==> src/sv/dmtr_pkg.sv <==
// Shared types, codes and constants of the DHCP message type responder.
`default_nettype none
package dmtr_pkg;

    typedef enum logic [7:0] {
        PH_IDLE   = 8'b0000_0001,
        PH_COOKIE = 8'b0000_0010,
        PH_TYPE   = 8'b0000_0100,
        PH_LEN    = 8'b0000_1000,
        PH_SKIP   = 8'b0001_0000,
        PH_MTLEN  = 8'b0010_0000,
        PH_MTVAL  = 8'b0100_0000,
        PH_DONE   = 8'b1000_0000
    } t_phase;

    typedef enum logic [1:0] {
        V_DROP  = 2'd0,
        V_OFFER = 2'd1,
        V_ACK   = 2'd2
    } t_verdict;

    localparam logic [1:0] REG_PREFIX     = 2'd0;
    localparam logic [1:0] REG_SERVER     = 2'd1;
    localparam logic [1:0] REG_FIRST_HOST = 2'd2;

    localparam logic [23:0] PREFIX_RESET     = 24'h0A_0000;
    localparam logic [31:0] SERVER_RESET     = 32'h0A00_0001;
    localparam logic [7:0]  FIRST_HOST_RESET = 8'd10;

    localparam logic [7:0] OP_REQUEST   = 8'd1;
    localparam logic [7:0] OPT_PAD      = 8'd0;
    localparam logic [7:0] OPT_MSG_TYPE = 8'd53;
    localparam logic [7:0] OPT_END      = 8'd255;
    localparam logic [7:0] MT_DISCOVER  = 8'd1;
    localparam logic [7:0] MT_REQUEST   = 8'd3;

    localparam logic [1:0] COOKIE_LAST = 2'd3;

    typedef struct packed {
        logic       kind;
        logic [7:0] data;
        logic       last;
    } t_item;

    typedef struct packed {
        t_phase     phase;
        logic [7:0] skip;
        t_verdict   decision;
    } t_walk;

    typedef struct packed {
        logic     has_result;
        t_verdict verdict;
    } t_parse_res;

    typedef struct packed {
        t_verdict    verdict;
        logic [31:0] client_address;
        logic [31:0] reply_server;
    } t_result;

    function automatic logic [7:0] cookie_at(logic [1:0] pos);
        logic [7:0] b;
        case (pos)
            2'd0:    b = 8'd99;
            2'd1:    b = 8'd130;
            2'd2:    b = 8'd83;
            default: b = 8'd99;
        endcase
        return b;
    endfunction

endpackage
`default_nettype wire

==> src/sv/dmtr_in_if.sv <==
// Byte input channel of the DHCP message type responder.
`default_nettype none
interface dmtr_in_if;
    logic       valid;
    logic       ready;
    logic       kind;
    logic [7:0] data;
    logic       last;

    modport source (output valid, output kind, output data, output last, input ready);
    modport sink   (input valid, input kind, input data, input last, output ready);
endinterface
`default_nettype wire

==> src/sv/dmtr_out_if.sv <==
// Verdict output channel of the DHCP message type responder.
`default_nettype none
interface dmtr_out_if;
    import dmtr_pkg::*;

    logic        valid;
    logic        ready;
    t_verdict    verdict;
    logic [31:0] client_address;
    logic [31:0] reply_server;

    modport source (output valid, output verdict, output client_address,
                    output reply_server, input ready);
    modport sink   (input valid, input verdict, input client_address,
                    input reply_server, output ready);
endinterface
`default_nettype wire

==> src/sv/dmtr_parser.sv <==
// Option walker: cookie skip, TLV walk and message type decision per byte.
`default_nettype none
module dmtr_parser (
    input  wire logic                i_clk,
    input  wire logic                i_rst_n,
    input  wire logic                i_step,
    input  wire dmtr_pkg::t_item     i_item,
    output dmtr_pkg::t_parse_res     o_res
);
    import dmtr_pkg::*;

    t_phase     r_phase;
    logic [7:0] r_skip;
    t_verdict   r_decision;
    logic [1:0] r_pos;

    t_walk      w;
    logic [1:0] n_pos;
    t_walk      n_w;

    function automatic t_walk walk(t_walk s, logic [7:0] b);
        t_walk      n;
        logic [7:0] dec;
        n   = s;
        dec = s.skip - 8'd1;
        case (s.phase)
            PH_TYPE: begin
                if (b == OPT_END) begin
                    n.decision = V_DROP;
                    n.phase    = PH_DONE;
                end else if (b == OPT_MSG_TYPE) begin
                    n.phase = PH_MTLEN;
                end else if (b == OPT_PAD) begin
                    n.phase = PH_TYPE;
                end else begin
                    n.phase = PH_LEN;
                end
            end
            PH_LEN: begin
                n.skip  = b;
                n.phase = (b == 8'd0) ? PH_TYPE : PH_SKIP;
            end
            PH_SKIP: begin
                n.skip = dec;
                if (dec == 8'd0) begin
                    n.phase = PH_TYPE;
                end
            end
            PH_MTLEN: begin
                n.phase = PH_MTVAL;
            end
            PH_MTVAL: begin
                if (b == MT_DISCOVER) begin
                    n.decision = V_OFFER;
                end else if (b == MT_REQUEST) begin
                    n.decision = V_ACK;
                end else begin
                    n.decision = V_DROP;
                end
                n.phase = PH_DONE;
            end
            default: ;
        endcase
        return n;
    endfunction

    always_comb begin
        w.phase    = r_phase;
        w.skip     = r_skip;
        w.decision = r_decision;
        n_w        = w;
        n_pos      = r_pos;
        o_res.has_result = i_item.last;
        if (!i_item.kind) begin
            n_w.phase    = (i_item.data == OP_REQUEST) ? PH_COOKIE : PH_DONE;
            n_w.skip     = 8'd0;
            n_w.decision = V_DROP;
            n_pos        = 2'd0;
        end else if (r_phase == PH_IDLE) begin
            o_res.has_result = 1'b0;
        end else if (r_phase == PH_COOKIE) begin
            if (i_item.data == cookie_at(r_pos)) begin
                if (r_pos == COOKIE_LAST) begin
                    n_w.phase = PH_TYPE;
                    n_pos     = 2'd0;
                end else begin
                    n_pos = r_pos + 2'd1;
                end
            end else begin
                // replay the matched cookie prefix as options, then this byte
                n_w.phase = PH_TYPE;
                for (int i = 0; i < 3; i++) begin
                    if (2'(i) < r_pos) begin
                        n_w = walk(n_w, cookie_at(2'(i)));
                    end
                end
                n_w   = walk(n_w, i_item.data);
                n_pos = 2'd0;
            end
        end else begin
            n_w = walk(w, i_item.data);
        end
        o_res.verdict = (n_w.phase == PH_DONE) ? n_w.decision : V_DROP;
        if (o_res.has_result) begin
            n_w.phase    = PH_IDLE;
            n_w.skip     = 8'd0;
            n_w.decision = V_DROP;
            n_pos        = 2'd0;
        end
    end

    always_ff @(posedge i_clk) begin
        if (!i_rst_n) begin
            r_phase    <= PH_IDLE;
            r_skip     <= 8'd0;
            r_decision <= V_DROP;
            r_pos      <= 2'd0;
        end else if (i_step) begin
            r_phase    <= n_w.phase;
            r_skip     <= n_w.skip;
            r_decision <= n_w.decision;
            r_pos      <= n_pos;
        end
    end

endmodule
`default_nettype wire

==> src/sv/dmtr_out_reg.sv <==
// Result register driving the verdict output channel.
`default_nettype none
module dmtr_out_reg (
    input  wire logic           i_clk,
    input  wire logic           i_rst_n,
    input  wire logic           i_load,
    input  wire dmtr_pkg::t_result i_data,
    output logic                o_free,
    dmtr_out_if.source          o_out
);
    import dmtr_pkg::*;

    logic    r_valid;
    t_result r_data;

    assign o_free = !r_valid || o_out.ready;

    always_ff @(posedge i_clk) begin
        if (!i_rst_n) begin
            r_valid <= 1'b0;
        end else if (o_free) begin
            r_valid <= i_load;
        end
    end

    always_ff @(posedge i_clk) begin
        if (o_free && i_load) begin
            r_data <= i_data;
        end
    end

    assign o_out.valid          = r_valid;
    assign o_out.verdict        = r_data.verdict;
    assign o_out.client_address = r_data.client_address;
    assign o_out.reply_server   = r_data.reply_server;

endmodule
`default_nettype wire

==> src/sv/dhcp_message_type_responder.sv <==
// Top level of the DHCP message type responder.
// Usage:
//   i_in carries one message byte per item: kind 0 is the header op byte that
//   opens a message, kind 1 an option-area byte; last marks the final byte.
//   o_out carries one verdict item per finished message (drop, offer, ack)
//   with the assigned client address and the server address (both zero on a drop).
//   i_cfg_we/i_cfg_index/i_cfg_data write network_prefix (0), server_address
//   (1) and first_host (2); writing first_host reloads the host counter.
// Timing:
//   One byte per clock is accepted unless a byte that ends a message waits on
//   a stalled o_out. A byte lands in the input register when accepted; the
//   parser and the result register then act on it, so a verdict reaches o_out
//   through both registers. The per-byte cost is the option walk of up to four
//   bytes when a partial cookie is replayed.
// Reset and stalls:
//   Reset empties both registers, returns the parser to idle and restores the
//   register defaults and the host counter to 10. While o_out is stalled with
//   a verdict pending, bytes that make no verdict still flow; a byte that ends
//   a message waits in the input register and i_in.ready falls.
`default_nettype none
module dhcp_message_type_responder (
    input  wire logic        i_clk,
    input  wire logic        i_rst_n,
    input  wire logic        i_cfg_we,
    input  wire logic [1:0]  i_cfg_index,
    input  wire logic [31:0] i_cfg_data,
    dmtr_in_if.sink          i_in,
    dmtr_out_if.source       o_out
);
    import dmtr_pkg::*;

    logic        r_s1_valid;
    t_item       r_s1_item;
    logic [23:0] r_prefix;
    logic [31:0] r_server;
    logic [7:0]  r_next_host;

    t_parse_res  w_res;
    t_result     w_result;
    logic        w_out_free;
    logic        w_s1_adv;
    logic        w_load;
    logic        w_ack_load;
    logic        w_addr;

    dmtr_parser u_parser (
        .i_clk   (i_clk),
        .i_rst_n (i_rst_n),
        .i_step  (w_s1_adv),
        .i_item  (r_s1_item),
        .o_res   (w_res)
    );

    assign w_s1_adv   = r_s1_valid && (!w_res.has_result || w_out_free);
    assign w_load     = w_s1_adv && w_res.has_result;
    assign w_ack_load = w_load && (w_res.verdict == V_ACK);
    assign i_in.ready = !r_s1_valid || w_s1_adv;

    always_ff @(posedge i_clk) begin
        if (!i_rst_n) begin
            r_s1_valid <= 1'b0;
        end else if (i_in.ready) begin
            r_s1_valid <= i_in.valid;
        end
    end

    always_ff @(posedge i_clk) begin
        if (i_in.ready && i_in.valid) begin
            r_s1_item.kind <= i_in.kind;
            r_s1_item.data <= i_in.data;
            r_s1_item.last <= i_in.last;
        end
    end

    always_ff @(posedge i_clk) begin
        if (!i_rst_n) begin
            r_prefix    <= PREFIX_RESET;
            r_server    <= SERVER_RESET;
            r_next_host <= FIRST_HOST_RESET;
        end else if (i_cfg_we) begin
            case (i_cfg_index)
                REG_PREFIX:     r_prefix    <= i_cfg_data[23:0];
                REG_SERVER:     r_server    <= i_cfg_data;
                REG_FIRST_HOST: r_next_host <= i_cfg_data[7:0];
                default: ;
            endcase
        end else if (w_ack_load) begin
            r_next_host <= r_next_host + 8'd1;
        end
    end

    assign w_addr = (w_res.verdict == V_OFFER) || (w_res.verdict == V_ACK);

    always_comb begin
        w_result.verdict        = w_res.verdict;
        w_result.client_address = w_addr ? {r_prefix, r_next_host} : 32'd0;
        w_result.reply_server   = w_addr ? r_server : 32'd0;
    end

    dmtr_out_reg u_out_reg (
        .i_clk   (i_clk),
        .i_rst_n (i_rst_n),
        .i_load  (w_load),
        .i_data  (w_result),
        .o_free  (w_out_free),
        .o_out   (o_out)
    );

    a_host_moves_on_ack_only: assert property (@(posedge i_clk) disable iff (!i_rst_n)
        ($past(i_rst_n) && !$past(i_cfg_we) && !$past(w_ack_load)) |-> $stable(r_next_host))
        else $error("host counter changed without an ack or a write");

    a_drop_has_no_address: assert property (@(posedge i_clk) disable iff (!i_rst_n)
        (o_out.valid && o_out.verdict == V_DROP)
            |-> (o_out.client_address == 32'd0 && o_out.reply_server == 32'd0))
        else $error("drop verdict carries an address");

    a_held_item_kept: assert property (@(posedge i_clk) disable iff (!i_rst_n)
        (r_s1_valid && !w_s1_adv) |=> (r_s1_valid && $stable(r_s1_item)))
        else $error("stalled item lost from the input register");

    a_ack_counts_up: assert property (@(posedge i_clk) disable iff (!i_rst_n)
        (w_ack_load && !i_cfg_we) |=> (r_next_host == $past(r_next_host) + 8'd1))
        else $error("ack did not advance the host counter");

endmodule
`default_nettype wire
==> src/flat_wrapper.sv <==
// flat-port wrapper written by rule: the top's interface ports become plain ports
module dhcp_message_type_responder_flat import dmtr_pkg::*;
  (i_clk, i_rst_n, i_cfg_we, i_cfg_index, i_cfg_data, i_in_valid, i_in_kind, i_in_data, i_in_last, i_in_ready, o_out_valid, o_out_verdict, o_out_client_address, o_out_reply_server, o_out_ready);
  dmtr_in_if i_in_i ();
  dmtr_out_if o_out_i ();
  input  wire logic i_clk;
  input  wire logic i_rst_n;
  input  wire logic i_cfg_we;
  input  wire logic [1:0] i_cfg_index;
  input  wire logic [31:0] i_cfg_data;
  input wire logic [$bits(i_in_i.valid)-1:0] i_in_valid;
  input wire logic [$bits(i_in_i.kind)-1:0] i_in_kind;
  input wire logic [$bits(i_in_i.data)-1:0] i_in_data;
  input wire logic [$bits(i_in_i.last)-1:0] i_in_last;
  output wire logic [$bits(i_in_i.ready)-1:0] i_in_ready;
  output wire logic [$bits(o_out_i.valid)-1:0] o_out_valid;
  output wire logic [$bits(o_out_i.verdict)-1:0] o_out_verdict;
  output wire logic [$bits(o_out_i.client_address)-1:0] o_out_client_address;
  output wire logic [$bits(o_out_i.reply_server)-1:0] o_out_reply_server;
  input wire logic [$bits(o_out_i.ready)-1:0] o_out_ready;
  assign i_in_i.valid = i_in_valid;
  assign i_in_i.kind = i_in_kind;
  assign i_in_i.data = i_in_data;
  assign i_in_i.last = i_in_last;
  assign i_in_ready = i_in_i.ready;
  assign o_out_valid = o_out_i.valid;
  assign o_out_verdict = o_out_i.verdict;
  assign o_out_client_address = o_out_i.client_address;
  assign o_out_reply_server = o_out_i.reply_server;
  assign o_out_i.ready = o_out_ready;
  dhcp_message_type_responder u_core (.i_clk(i_clk), .i_rst_n(i_rst_n), .i_cfg_we(i_cfg_we), .i_cfg_index(i_cfg_index), .i_cfg_data(i_cfg_data), .i_in(i_in_i), .o_out(o_out_i));
endmodule
==> config.mk <==
export PLATFORM = sky130hd
export DESIGN_NAME = dhcp_message_type_responder_flat
export DESIGN_NICKNAME = d
export VERILOG_FILES = /design/src/sv/dmtr_pkg.sv /design/src/sv/dmtr_in_if.sv /design/src/sv/dmtr_out_if.sv /design/src/sv/dmtr_parser.sv /design/src/sv/dmtr_out_reg.sv /design/src/sv/dhcp_message_type_responder.sv /design/src/flat_wrapper.sv
export SDC_FILE = /design/constraint.sdc
export NUM_CORES = 1
export LEC_CHECK = 0
export BUFFER_PORTS_ARGS = -buffer_cell sky130_fd_sc_hd__buf_2
export CAP_MARGIN = 10
export CORE_MARGIN = 1.5
export CORE_UTILIZATION = 55
export CTS_CLUSTER_SIZE = 25
export DETAILED_ROUTE_END_ITERATION = 10
export PLACE_DENSITY = 0.77
export REMOVE_ABC_BUFFERS = 1
export SLEW_MARGIN = 20
export SYNTH_ARGS = -nofsm -noshare
export SYNTH_HDL_FRONTEND = slang
export SYNTH_HIERARCHICAL = 1
export SYNTH_SLANG_ARGS = --single-unit
==> constraint.sdc <==
create_clock -name i_clk -period 5.15 [get_ports i_clk]
set_input_delay 0.7725 -clock i_clk [delete_from_list [all_inputs] [get_ports i_clk]]
set_output_delay 0.7725 -clock i_clk [all_outputs]
set_load 0.01 [all_outputs]
==> results.json <==
{
  "drt-pass1-iter-count": 4,
  "insertedDiodeCount": 0,
  "r2r-start": "u_core/u_parser/r_pos[1]",
  "fin_util": 0.6508,
  "antenna_found_initial": 0,
  "grt_overflow_total": 0,
  "rsz0062_at_grt": "no",
  "cts_hold_buf": 0,
  "viasPerCell": 5.681,
  "slew_viol_final": 0,
  "finish.instance_area_mm2": 0.009069,
  "clk_pin_slew_ps": 70,
  "synthTopCellsByCount": "nand2_1 (149), dfxtp_1 (86), edfxtp_1 (76), nor2b_1 (68), nor2_1 (43)",
  "track_usage": 0.2376,
  "die_w_um": 122.6,
  "whs_path_depth": 2,
  "numPortBuffers": 116,
  "dp_slack_ps": 1177,
  "clockBufferDepth": 2,
  "setup_ws_ps": 1106,
  "synth_seq_cells": 162,
  "p_leak_nw": 3.315,
  "synth_top_area_share": 0.2901,
  "r2r_cells": 13,
  "start_util": 0.5646,
  "rrSetupSlack_ps": 1110,
  "dieArea_mm2": 0.01503,
  "h-tree-depth": 4,
  "vias": 6181,
  "setup_violations": 0,
  "yosysWarnings": 6,
  "maxCapViolCount": 0,
  "clock.fmax_mhz": 247.3,
  "grt_max_degree": 67,
  "cts_root_buf": "clkbuf_16",
  "cp-end-kind": "flip-flop",
  "skew_ps": 9.994,
  "final_nets": 957,
  "drc_errors": 0,
  "cts_buffers": 17,
  "cts_tree": "done",
  "die_h_um": 122.6,
  "peakVddDrop_uv": 165.9,
  "worst_slew_pin_slew_ps": 1062,
  "min_from": "u_core/r_server[6]",
  "ys.flop_type": "dfxtp_1",
  "whs_ps": 448.5,
  "start_kind": "flip-flop",
  "synthArstFlopShare": 0,
  "period_minus_slack_ps": 4044,
  "status": "complete, no violations",
  "wl_um": 17590,
  "synth_most_common_cell": "nand2_1",
  "dp.final_hpwl_um": 11560,
  "synth_area_mm2": 0.007868,
  "layout-drive-gt1-share": 0.2081,
  "ys_seq_area_frac": 0.5089,
  "post_cts_resized": 0,
  "final_antenna_net_count": 0,
  "synth_cell_types": 87,
  "cp_max_fo": 64,
  "wire_per_inst_um": 16.17,
  "fin_setup_tns_ps": 0,
  "io_pins": 117,
  "coreArea_mm2": 0.01393,
  "synth_cells": 803,
  "grt_pass1_wl_um": 27680,
  "worst_ep_required_time_ps": 5300,
  "slew_headroom": 0.2912,
  "crit_arrival_ps": 4190,
  "synth_area_leaders": "edfxtp_1 (29%), dfxtp_1 (22%), nand2_1 (7.1%)",
  "synth_edf_count": 76,
  "clock_latency_ps": 430,
  "post_cts_buffers": 0,
  "power_density_mw_per_mm2": 313.8,
  "gp_congestion": 0.8827,
  "cts_sinks": 162,
  "synth_area_per_cell_um2": 9.798,
  "synth_top_area_cell": "edfxtp_1",
  "critical_path_class": "flip-flop to flip-flop",
  "rr_endpoint": "u_core/u_out_reg/o_out.client_address[31]",
  "drt_iter0_drc": 552,
  "area_growth_pct": 15.27,
  "grt_pass1_vias": 5697,
  "hold_violations": 0,
  "fin_crit_sh": 0.7851,
  "min_path_type": "flip-flop to flip-flop",
  "row_count": 43,
  "dpl_cell_area_mm2": 0.008449,
  "worstHoldEndpoint": "u_core/r_server[6]"
}
## registers in the layout, indices dropped and copies added (netlist names)
signal and count:
u_core/r_next_host 8, u_core/u_out_reg/o_out.verdict 2, u_core/u_parser/r_skip 8, u_core/u_out_reg/o_out.client_address 32
u_core/u_out_reg/o_out.valid 1, u_core/u_parser/r_decision 2, u_core/r_server 32, u_core/r_prefix 24
u_core/r_s1_valid 1, u_core/u_parser/r_pos 2, u_core/u_parser/r_phase 8, u_core/u_out_reg/o_out.reply_server 32
u_core/r_s1_item 10
## routing by layer
layer | up-vias | track usage | routed length [µm]
met5 | - | 0 | 0
met4 | 0 | 0.09157 | 341
met3 | 33 | 0.05158 | 1155
met2 | 239 | 0.3907 | 8495
met1 | 2890 | 0.3073 | 7599
li1 | 3019 | - | -
## through the flow
step                      power, mW  cells
after global routing          2.931   1088
after global placement        1.583   1056
after detailed placement      1.585   1056
after CTS                     2.863   1088
after floorplan               1.509    755
final                         2.846   1088
## worst max path at each step
stage / from / end / slack, ps / depth (start not counted)
after CTS: u_core/u_parser/r_pos[1] / u_core/u_out_reg/o_out.reply_server[2] / 1140 / 13
after floorplan: u_core/u_parser/r_pos[1] / u_core/u_out_reg/o_out.client_address[10] / 1340 / 12
after detailed placement: u_core/u_parser/r_pos[1] / u_core/u_out_reg/o_out.client_address[13] / 1180 / 13
after global routing: u_core/u_parser/r_pos[1] / u_core/u_out_reg/o_out.reply_server[2] / 790 / 13
final: u_core/u_parser/r_pos[1] / u_core/u_out_reg/o_out.client_address[31] / 1110 / 13
after global placement: u_core/u_parser/r_pos[1] / u_core/u_out_reg/o_out.reply_server[17] / 1310 / 13
## cell families after synthesis
group	synth area share
AND/OR/NAND/NOR	0.2424
AO/OA/AOI/OAI	0.1640
flip-flops	0.5089
buffers and inverters	0.04548
adder cells (fa/ha/maj)	0.02067
XOR/XNOR	0.01336
multiplexers	0.005248
## layout make-up
type                       count  area, µm²
clock buffer                  19      454.2
clock inverter                13      165.2
fill                        1165       4866
inverter                      25      93.84
multi-input combinational    568       3508
sequential                   162       4004
tap                          180      225.2
timing repair buffer         121      618.1
## worst max-delay path: stages, from the launching register on
cell and delay [ps]:
dfxtp_1 620, inv_2 190, ha_1 430, inv_1 190, o2111ai_1 230, o21ai_1 190, a31oi_1 140, a2111oi_2 300
nand4_1 200, a21oi_1 190, inv_1 70, ha_2 300, buf_4 520, nor2b_1 140
## report_power, final
group          total, mW  internal [mW]  switching, mW
registers           1.40           1.38         0.0257
clock network       1.29          0.759          0.527
logic              0.156         0.0631         0.0924
## cells in the final DEF, fill, tap and decap left out, types with 4 or more instances in the layout
cell type,Yosys,routed
nand2b_1,5,5
a21boi_1,29,29
clkinv_4,0,4
nand2_1,149,149
ha_1,13,12
buf_4,5,5
o21ai_1,8,8
xnor2_1,5,5
nand3_1,18,18
clkbuf_16,0,18
o21a_1,5,5
and2_1,6,6
or3_1,7,7
nor3_1,11,11
o21ai_0,23,23
a21oi_1,25,25
o211ai_1,5,5
xor2_1,7,7
o22ai_1,4,4
a21boi_0,24,24
inv_6,0,4
a31oi_1,4,4
nor2_1,43,43
nand4_1,7,7
nor2b_1,68,68
edfxtp_1,76,76
a31o_2,5,5
o31ai_1,5,5
buf_2,16,116
dfxtp_1,86,86
inv_1,23,23
a22oi_1,6,6
and3_1,6,6
nor4_1,4,4
(Power assumes the default switching activity.)
